==> config.mk <==
export PLATFORM = sky130hd
export DESIGN_NAME = stable_noise_loss_detector
export DESIGN_NICKNAME = d
export VERILOG_FILES = /design/src/rtl/snld_pkg.sv /design/src/rtl/snld_tracker.sv /design/src/rtl/stable_noise_loss_detector.sv
export SDC_FILE = /design/constraint.sdc
export NUM_CORES = 1
export LEC_CHECK = 0
export CORE_MARGIN = 3
export CORE_UTILIZATION = 60
export CTS_CLUSTER_DIAMETER = 50
export DETAILED_ROUTE_END_ITERATION = 16
export DONT_BUFFER_PORTS = 1
export GPL_ROUTABILITY_DRIVEN = 0
export HOLD_SLACK_MARGIN = 0.1
export PLACE_DENSITY = 0.85
export SLEW_MARGIN = 15
export SYNTH_ARGS = -nofsm -noshare
export SYNTH_HDL_FRONTEND = slang
export SYNTH_SLANG_ARGS = --single-unit
==> constraint.sdc <==
create_clock -name clk -period 19.2 [get_ports clk]
set_input_delay 0 -clock clk [delete_from_list [all_inputs] [get_ports clk]]
set_output_delay 0 -clock clk [all_outputs]
set_load 0.1 [all_outputs]
==> src/rtl/snld_pkg.sv <==
package snld_pkg;

  localparam int LEVEL_BITS_DEF  = 16;
  localparam int COUNT_BITS_DEF  = 12;
  localparam int STREAK_BITS     = 9;
  localparam int LOSS_COUNT_BITS = 8;
  localparam int CFG_INDEX_BITS  = 2;
  localparam int CFG_DATA_BITS   = 32;

  localparam logic [STREAK_BITS-1:0] STREAK_MAX = '1;

  typedef enum logic {
    CMD_LEVEL = 1'b0,
    CMD_RESET = 1'b1
  } cmd_t;

  typedef enum logic [CFG_INDEX_BITS-1:0] {
    REG_SAMPLES    = 2'd0,
    REG_THRESHOLD  = 2'd1,
    REG_LOSS_COUNT = 2'd2
  } cfg_reg_t;

  // One item handed to the tracker for evaluation.
  typedef struct packed {
    logic go;
    cmd_t command;
  } step_t;

endpackage

==> src/rtl/snld_tracker.sv <==
module snld_tracker import snld_pkg::*; #(
  parameter int LEVEL_BITS = LEVEL_BITS_DEF,
  parameter int COUNT_BITS = COUNT_BITS_DEF
) (
  input  logic                       clk,
  input  logic                       rst_n,
  input  step_t                      step,
  input  logic [LEVEL_BITS-1:0]      level,
  input  logic [COUNT_BITS-1:0]      samples_per_interval,
  input  logic [LEVEL_BITS-1:0]      level_threshold,
  input  logic [LOSS_COUNT_BITS-1:0] intervals_for_loss,
  output logic                       loss_nxt
);

  localparam int SUM_BITS  = LEVEL_BITS + COUNT_BITS;
  localparam int CNT_W     = COUNT_BITS + 1;
  localparam int PROD_BITS = LEVEL_BITS + CNT_W;
  localparam int CMP_BITS  = SUM_BITS + 4;

  logic [SUM_BITS-1:0]    level_sum_r, level_sum_nxt;
  logic [COUNT_BITS-1:0]  sample_count_r, sample_count_nxt;
  logic [SUM_BITS-1:0]    previous_sum_r, previous_sum_nxt;
  logic [STREAK_BITS-1:0] similar_streak_r, similar_streak_nxt;

  logic [SUM_BITS-1:0]    sum_acc;
  logic [CNT_W-1:0]       count_inc;
  logic                   interval_end;
  logic [SUM_BITS-1:0]    sum_hi, sum_lo;
  logic [CMP_BITS-1:0]    hi_x10, lo_x11;
  logic [PROD_BITS-1:0]   thr_prod;
  logic                   above;
  logic                   similar;
  logic [STREAK_BITS-1:0] streak_upd;

  always_comb begin
    sum_acc      = level_sum_r + SUM_BITS'(level);
    count_inc    = {1'b0, sample_count_r} + CNT_W'(1);
    // A zero interval length ends every interval after one sample.
    interval_end = !(count_inc < {1'b0, samples_per_interval});

    if (sum_acc > previous_sum_r) begin
      sum_hi = sum_acc;
      sum_lo = previous_sum_r;
    end else begin
      sum_hi = previous_sum_r;
      sum_lo = sum_acc;
    end
    hi_x10 = (CMP_BITS'(sum_hi) << 3) + (CMP_BITS'(sum_hi) << 1);
    lo_x11 = (CMP_BITS'(sum_lo) << 3) + (CMP_BITS'(sum_lo) << 1) + CMP_BITS'(sum_lo);

    // Average above threshold, tested on sums to avoid a division.
    thr_prod = PROD_BITS'(level_threshold) * PROD_BITS'(count_inc);
    above    = PROD_BITS'(sum_acc) > thr_prod;

    similar = (sum_lo != '0) && (hi_x10 < lo_x11) && above;

    if (!similar) begin
      streak_upd = '0;
    end else if (similar_streak_r == STREAK_MAX) begin
      streak_upd = similar_streak_r;
    end else begin
      streak_upd = similar_streak_r + STREAK_BITS'(1);
    end
  end

  always_comb begin
    level_sum_nxt      = level_sum_r;
    sample_count_nxt   = sample_count_r;
    previous_sum_nxt   = previous_sum_r;
    similar_streak_nxt = similar_streak_r;
    loss_nxt           = 1'b0;
    if (step.go) begin
      if (step.command == CMD_RESET) begin
        level_sum_nxt      = '0;
        sample_count_nxt   = '0;
        similar_streak_nxt = '0;
      end else if (level_threshold != '0) begin
        if (!interval_end) begin
          level_sum_nxt    = sum_acc;
          sample_count_nxt = count_inc[COUNT_BITS-1:0];
        end else begin
          previous_sum_nxt   = sum_acc;
          level_sum_nxt      = '0;
          sample_count_nxt   = '0;
          similar_streak_nxt = streak_upd;
          loss_nxt           = (streak_upd == STREAK_BITS'(intervals_for_loss));
        end
      end
    end
  end

  always_ff @(posedge clk) begin
    if (!rst_n) begin
      level_sum_r      <= '0;
      sample_count_r   <= '0;
      previous_sum_r   <= '0;
      similar_streak_r <= '0;
    end else begin
      level_sum_r      <= level_sum_nxt;
      sample_count_r   <= sample_count_nxt;
      previous_sum_r   <= previous_sum_nxt;
      similar_streak_r <= similar_streak_nxt;
    end
  end

endmodule

==> src/rtl/stable_noise_loss_detector.sv <==
// Channel  Direction  Handshake            Payload
// in       input      in_valid/in_stall    in_command, in_level
// out      output     out_valid/out_stall  out_loss_detected
// cfg      input      cfg_valid/cfg_ready  cfg_index, cfg_data
//
// One transaction is accepted per clock while in_stall is low; each produces exactly one result.
// An input register feeds the interval evaluation (one threshold-by-count multiply and
// the similarity compare), whose result is written into the result register.
// Reset is synchronous and active low; it clears the sums, counters, streak and valid flags.
// A stall on the output backs up into in_stall once both registers hold an item.
// cfg_ready is always high; a write to an unused index is ignored.
module stable_noise_loss_detector import snld_pkg::*; #(
  parameter int LEVEL_BITS = LEVEL_BITS_DEF,
  parameter int COUNT_BITS = COUNT_BITS_DEF
) (
  input  logic                      clk,
  input  logic                      rst_n,
  input  logic                      in_valid,
  output logic                      in_stall,
  input  logic                      in_command,
  input  logic [LEVEL_BITS-1:0]     in_level,
  output logic                      out_valid,
  input  logic                      out_stall,
  output logic                      out_loss_detected,
  input  logic                      cfg_valid,
  output logic                      cfg_ready,
  input  logic [CFG_INDEX_BITS-1:0] cfg_index,
  input  logic [CFG_DATA_BITS-1:0]  cfg_data
);

  logic [COUNT_BITS-1:0]      samples_per_interval_r;
  logic [LEVEL_BITS-1:0]      level_threshold_r;
  logic [LOSS_COUNT_BITS-1:0] intervals_for_loss_r;

  logic                  s1_valid_r;
  cmd_t                  s1_command_r;
  logic [LEVEL_BITS-1:0] s1_level_r;
  logic                  out_valid_r;
  logic                  out_loss_r;

  logic  out_free;
  logic  s1_go;
  logic  in_take;
  logic  loss_nxt;
  step_t step;

  assign cfg_ready = 1'b1;

  always_ff @(posedge clk) begin
    if (!rst_n) begin
      samples_per_interval_r <= COUNT_BITS'(1);
      level_threshold_r      <= '0;
      intervals_for_loss_r   <= '0;
    end else if (cfg_valid && cfg_ready) begin
      unique case (cfg_reg_t'(cfg_index))
        REG_SAMPLES:    samples_per_interval_r <= cfg_data[COUNT_BITS-1:0];
        REG_THRESHOLD:  level_threshold_r      <= cfg_data[LEVEL_BITS-1:0];
        REG_LOSS_COUNT: intervals_for_loss_r   <= cfg_data[LOSS_COUNT_BITS-1:0];
        default: ;
      endcase
    end
  end

  assign out_free = !out_valid_r || !out_stall;
  assign s1_go    = s1_valid_r && out_free;
  assign in_stall = s1_valid_r && !out_free;
  assign in_take  = in_valid && !in_stall;

  assign step.go      = s1_go;
  assign step.command = s1_command_r;

  always_ff @(posedge clk) begin
    if (!rst_n) begin
      s1_valid_r <= 1'b0;
    end else if (in_take || s1_go) begin
      s1_valid_r <= in_take;
    end
  end

  always_ff @(posedge clk) begin
    if (in_take) begin
      s1_command_r <= cmd_t'(in_command);
      s1_level_r   <= in_level;
    end
  end

  snld_tracker #(
    .LEVEL_BITS(LEVEL_BITS),
    .COUNT_BITS(COUNT_BITS)
  ) u_tracker (
    .clk                  (clk),
    .rst_n                (rst_n),
    .step                 (step),
    .level                (s1_level_r),
    .samples_per_interval (samples_per_interval_r),
    .level_threshold      (level_threshold_r),
    .intervals_for_loss   (intervals_for_loss_r),
    .loss_nxt             (loss_nxt)
  );

  always_ff @(posedge clk) begin
    if (!rst_n) begin
      out_valid_r <= 1'b0;
    end else if (out_free) begin
      out_valid_r <= s1_go;
    end
  end

  always_ff @(posedge clk) begin
    if (s1_go) begin
      out_loss_r <= loss_nxt;
    end
  end

  assign out_valid         = out_valid_r;
  assign out_loss_detected = out_loss_r;

endmodule

==> metrics, run 1 <==
status=finished, final reports clean; worst min path class=primary input to flip-flop; DRT iter0 DRCs=between 1,000 and 1,500; Compound-Gate Fraction of Synth Area=approximately 17%; Seq. cell area=roughly 2800 um2; first-pass GRT wire length=84,200 um; crit path max-delay cell type=o21ai_0; largest family of logic cells by synthesized area=adder cells; clock skew=between 0.01 and 0.015 ns; Power Density=roughly 80 nW/um2; sequential cell area fraction in the yosys report=between 10% and 20%; grt total ovfl=0; asr flop ratio synth=0%; Max Fclk=slightly above 80 MHz; # IOs=60; die area=34,600 um2; Critical R2R Launch=u_tracker.level_sum_r[0]; CP Capture Type=flip-flop; crit share post-route=around 63%; Area Overhead vs Synth=7.62%; Synth Area in Simple Gates=between 15 and 20%; # Post-CTS Setup Buffers=0; fraction of layout cells with a size suffix above 1=approximately 3.8%; syn_nets=between 2,000 and 3,000; root buf cell=clkbuf_16; Leakage=approximately 10 nW; Worst Setup SP=u_tracker.level_sum_r[0]; number of diodes=0; num rows=65; total of fill cells in the finished design=about 2,400; startpoint types=flip-flop; setup violators final=0; Initial Util=61.3%; min Tclk post-route=approximately 12 ns; DP Wirelength=between 30,000 and 40,000 um; Ys Warns=0; area of the multi-input gates=15,200 um2; Die Wd=roughly 190 um; measured slew at the worst slew-check pin=between 1 and 1.5 ns; critical path class=flip-flop to flip-flop; maxcap violations=0; TNS Setup=0 ns; synth unique cells=84; Slew Limit Headroom=between 20 and 30%; #FFs+latches synth=between 100 and 150; CTS sink count=between 100 and 150; Adder-Cell Fraction of Synth Area=approximately a third; CTS tree=built; slowest stage delay, CP=around 0.6 ns; initial antenna violation count=0; Peak VDD IR=around 0.000084 V; chip height=~190 um; Final #Nets=~2,900; Worst-Skew Late Latency=0.43 ns; largest net degree at the start of global routing=about 110; number of buffers added on ports=0; Remaining DRCs=0; Num CTS Buffers=17; max-slew violations=0; Routed Antenna Nets=0; CP required=slightly below 20 ns; most frequent cells in the layout=nand2_1 (311), inv_1 (278), ha_1 (257), fa_1 (169), a21oi_1 (129); post-cts repair resize count=0; Max clock buf depth=2; most common cell after layout, fill and taps aside=nand2_1; Placeable Area=31,700 um2; ys flop type=dfxtp_1; Netlist Area Pre-Place=19,400 um2; RSZ-0062 raised after global routing=no; vias per inst=just over 6; multiplexer share of the synthesized area=1.25%; worst path arrival time=roughly 12 ns; most frequent CP cell=a21o_1; final hold viol count=0; worst hold start=cfg_valid; drt total wl=slightly above 50,000 um; # H-tree levels=4; Cells after Synth=between 2,000 and 2,500; vias in the first global route=between 15,000 and 20,000; utilization after layout=between 60 and 70%; Avg WL per Cell=18.3 um; xor/xnor share of the synthesized area=roughly 6%; router iterations before antenna repair=6; gr usage total=between 20 and 30%; critical-path maximum fanout=42; CTS clk-pin slew, worst paths=0.06 ns; detailed-route via count=17,300; Avg Cell Area, Syn=8.18 um2; Post-synth EDFFs=18
## logic make-up (layout without fill, tap and decap cells)
group           count (synthesis)  in the layout
fa+ha+maj                     427            427
compound gates                500            500
simple gates                  797            797
xor+xnor                      129            129
flops                         133            133
buf+inv                       365            385
other cells                     1              1
mux                            24             24
## cell usage after synthesis (10+ instances only)
library cell / count / share of area, %
o21a_1: 19 / 0.73
nor2b_1: 72 / 2.3
fa_1: 169 / 17
o211a_1: 18 / 0.93
a21oi_1: 129 / 3.3
mux2i_1: 22 / 1.1
a31oi_1: 10 / 0.32
o21ai_0: 93 / 2.4
edfxtp_1: 18 / 2.8
o211ai_1: 10 / 0.39
clkbuf_1: 72 / 1.4
xnor2_1: 80 / 3.6
a21boi_0: 58 / 2.2
ha_1: 257 / 17
nand2_1: 312 / 6.0
dfxtp_1: 115 / 12
and2_1: 66 / 2.1
nand4_1: 25 / 0.80
a21o_1: 53 / 2.0
a211oi_1: 11 / 0.42
nor2_1: 112 / 2.2
and3_1: 14 / 0.45
inv_1: 278 / 5.4
o21bai_1: 17 / 0.66
o31ai_1: 10 / 0.39
nand2b_1: 25 / 0.80
xor2_1: 48 / 2.2
nor4_1: 15 / 0.48
nor3_1: 53 / 1.4
nand3_1: 55 / 1.4
## metal layers
| metal | GRT usage, % | wire length [um] |
|---|---|---|
| met5 | 0 | 0 |
| met4 | 12.0 | 1890 |
| met3 | 4.05 | 3970 |
| met2 | 50.3 | 24500 |
| met1 | 39.0 | 20700 |
## final cells by class
class / instances / area share, %
Multi-Input combinational cell: 1878 / 72.8
Clock buffer: 23 / 2.39
Sequential cell: 133 / 13.6
Clock inverter: 9 / 0.532
Tap cell: 402 / 2.40
Timing Repair Buffer: 75 / 3.35
Inverter: 278 / 4.99
## power by group
group,switching [mW],leakage (nW),internal (mW)
clock,0.129,0.304,0.211
sequential,0.0129,1.11,0.291
combinational,0.620,8.75,0.446
total,0.762,10.2,0.948
## path summary, 6_finish.rpt
path                                     end  slack (ns)  cells past startpoint
setup reg to reg           out_loss_detected        7.08                     49
setup / recovery           out_loss_detected        7.08                     49
hold reg to reg     u_tracker.level_sum_r[5]        0.47                      2
hold / removal    samples_per_interval_r[11]        0.19                      3
## worst max-delay path, delay by kind of cell, from the launching register on
kind	cells	cell delay, ns
AOI/OAI and AO/OA	22	5.70
xor gates and xnor gates	4	0.95
adders and majority gates	5	1.49
buffers and inverters	6	1.00
DFF	1	0.34
and+or+nand+nor	12	2.41
## what timing repair did
| action | 4_1_cts | 5_1_grt |
|---|---|---|
| hold buffers | 43 | 0 |
| endpoints found under the setup margin | 0 | 0 |
| endpoints found under the hold margin | 150 | 0 |
## metrics by stage
step	hold WS [ns]	std cells	total power [mW]	worst slack [ns]	instance area, um2
detailed placement	0.0872	2722	1.34	7.40	19800
global placement	0.0843	2722	1.28	7.74	19800
finish	0.193	2798	1.71	7.08	20900
CTS	0.161	2797	1.69	7.30	20900
global route	0.204	2798	1.85	6.23	20900
floorplan	0.0989	2376	1.12	9.21	19400
## flip-flops by register name (all words and copies together), names as in the netlist
signal	flops
intervals_for_loss_r	8
level_threshold_r	16
out_loss_detected	1
out_valid	1
s1_command_r	1
s1_level_r	16
s1_valid_r	1
samples_per_interval_r	12
u_tracker.level_sum_r	28
u_tracker.previous_sum_r	28
u_tracker.sample_count_r	12
u_tracker.similar_streak_r	9
Note: power is estimated with default switching activity, not from simulation.
==> run 2: changes to the inputs <==
--- a/config.mk
+++ b/config.mk
@@ -12,7 +12,7 @@
 export DONT_BUFFER_PORTS = 1
 export GPL_ROUTABILITY_DRIVEN = 0
 export HOLD_SLACK_MARGIN = 0.1
-export PLACE_DENSITY = 0.85
+export PLACE_DENSITY = 0.88
 export SLEW_MARGIN = 15
 export SYNTH_ARGS = -nofsm -noshare
 export SYNTH_HDL_FRONTEND = slang
==> constraint.sdc (replaced) <==
create_clock -name clk -period 10.8 [get_ports clk]
set_input_delay 0 -clock clk [delete_from_list [all_inputs] [get_ports clk]]
set_output_delay 0 -clock clk [all_outputs]
set_load 0.1 [all_outputs]
==> metrics, run 2 (same netlist as run 1, synthesis figures left out) <==
worst min path class=primary input to flip-flop; # H-tree levels=4 (unchanged); grt total ovfl=0 (unchanged); largest net degree at the start of global routing=109 (unchanged); Regs by FF count=u_tracker.level_sum_r x28, u_tracker.previous_sum_r x28; Comb power frac=64.6% (+2.2 points); clock skew=0.00824 ns (-0.00353 ns); slowest stage delay, CP=0.54 ns (-0.06 ns); measured slew at the worst slew-check pin=1.20 ns (+0.140 ns); maxcap violations=0 (unchanged); DRT iter0 DRCs=2,240 (+59%); status=finished, final reports clean; share of total power in the clock network=18.2% (-1.6 points); most frequent CP cell=fa_1; vias per inst=6.61 (+6.7%); Area Overhead vs Synth=9.98%; Max Fclk=95.5 MHz (+16%); critical-path maximum fanout=21 (-50%); Routed Antenna Nets=0 (unchanged); min Tclk post-route=10.47 ns (-1.65 ns); startpoint types=flip-flop; Leakage=10.4 nW (+2.0%); Final #Nets=2,911 (+1.6%); die area=34,600 um2 (unchanged); num rows=65 (unchanged); drt total wl=59,600 um (+17%); DP Wirelength=40,800 um (+8.5%); CP required=11.04 ns (-8.39 ns); worst path arrival time=10.71 ns (-1.64 ns); Initial Util=61.3% (unchanged); P_sw=1.45 mW (+90%); Sw Share=45.8% (+1.2 points); Slew Limit Headroom=20.0% (-9.6 points); crit share post-route=96.9% (+34 points); gr usage total=33.9% (+4.1 points); Worst R2R Setup Slack=0.33 ns (-6.75 ns); critical path class=flip-flop to flip-flop; CTS clk-pin slew, worst paths=0.06 ns (about the same); sequential share of power=17.1% (-0.7 points); most frequent cells in the layout=nand2_1 (311), inv_1 (278), ha_1 (257), fa_1 (169), a21oi_1 (121); utilization after layout=67.4% (+1.4 points); fraction of layout cells with a size suffix above 1=6.43% (+2.6 points); initial antenna violation count=0 (unchanged); router iterations before antenna repair=8 (+2); TNS Setup=0 ns (unchanged); Num CTS Buffers=17 (unchanged); number of diodes=0 (unchanged); Cell Int Power=1.71 mW (+81%); most common cell after layout, fill and taps aside=nand2_1; root buf cell=clkbuf_16; final hold viol count=0 (unchanged); Die Wd=186 um (unchanged); setup violators final=0 (unchanged); CTS tree=built; number of buffers added on ports=0 (unchanged); detailed-route via count=18,800 (+8.4%); Worst-Skew Late Latency=0.43 ns (about the same); Placeable Area=31,700 um2 (unchanged); CTS sink count=133 (unchanged); Power Density=148 nW/um2 (+81%); CP Capture Type=flip-flop; Max clock buf depth=2 (unchanged); crit path max-delay cell type=fa_1; Remaining DRCs=0 (unchanged); chip height=186 um (unchanged); # IOs=60 (unchanged); first-pass GRT wire length=94,700 um (+12%); Avg WL per Cell=21.0 um (+15%); Peak VDD IR=0.000198 V (+140%); vias in the first global route=19,200 (+10%); crit-path leading delay family=adder cells; WP buf/inv=3 (-3); max-slew violations=0 (unchanged)
run 2: cell count changes in the layout (fill, tap and decap cells not counted), sizes merged:
cell         before  now
clkinvlp          0    2
clkinv            3    9
clkbuf           23   18
dlygate4sd3      42   43
nor2            112  113
buf              33   77
inv             282  279
run 2: final timing paths:
check | startpoint | end | cells after the start
worst max-delay path | u_tracker.sample_count_r[0] | out_loss_detected | 35
worst min-delay path | cfg_valid | samples_per_interval_r[1] | 3
worst max register to register | u_tracker.sample_count_r[0] | out_loss_detected | 35
worst min register to register | u_tracker.level_sum_r[4] | u_tracker.level_sum_r[4] | 2
run 2: through the flow:
stage	setup WS, ns	instance area (um2)	hold slack (ns)	power [mW]	std cells
5_1_grt	-0.120	21400	0.208	3.38	2844
6_report	0.330	21400	0.190	3.16	2844
3_3_place_gp	0.221	20100	0.0851	2.34	2759
2_1_floorplan	0.806	19400	0.0989	1.99	2376
3_5_place_dp	-0.0986	20100	0.0870	2.44	2759
4_1_cts	0.0777	21200	0.170	3.03	2835
run 2: what timing repair did:
action / CTS / global route
pin swaps: 0 / 6
gates cloned: 0 / 1
hold buffers: 44 / 0
resized for setup: 1 / 36
hold endpoints to repair: 150 / 0
endpoints found under the setup margin: 1 / 10
setup buffers: 0 / 7
run 2: worst register-to-register path: cells and delay by family (launching register included):
kind	cells	cell delay, ns
buffers and inverters	3	0.69
adders and majority gates	8	3.72
xor gates and xnor gates	2	0.35
DFF	1	0.33
AOI/OAI and AO/OA	13	3.13
and+or+nand+nor	9	2.07
run 2: area by class of cell:
type,count,area (um2)
Inverter,278,1040
Sequential cell,133,2840
Clock buffer,18,429
Timing Repair Buffer,120,1060
Multi-Input combinational cell,1879,15400
Fill cell,2166,10300
Tap cell,402,503
Clock inverter,14,135
run 2: routing by layer:
metal | up-vias | track usage, % | part of all wire [%]
met3 | 434 | 7.02 | 11
met5 | - | 0 | 0
met1 | 8837 | 40.8 | 36
li1 | 8156 | - | -
met2 | 1379 | 57.0 | 47
met4 | 0 | 18.6 | 6.6
run 2: power groups by stage:
stage          registers [mW]  logic (mW)  clock network, mW
2_1_floorplan           0.540        1.45                  0
3_3_place_gp            0.548        1.80                  0
3_5_place_dp            0.549        1.89                  0
4_1_cts                 0.539        1.93              0.562
5_1_grt                 0.542        2.25              0.588
6_report                0.541        2.04              0.576
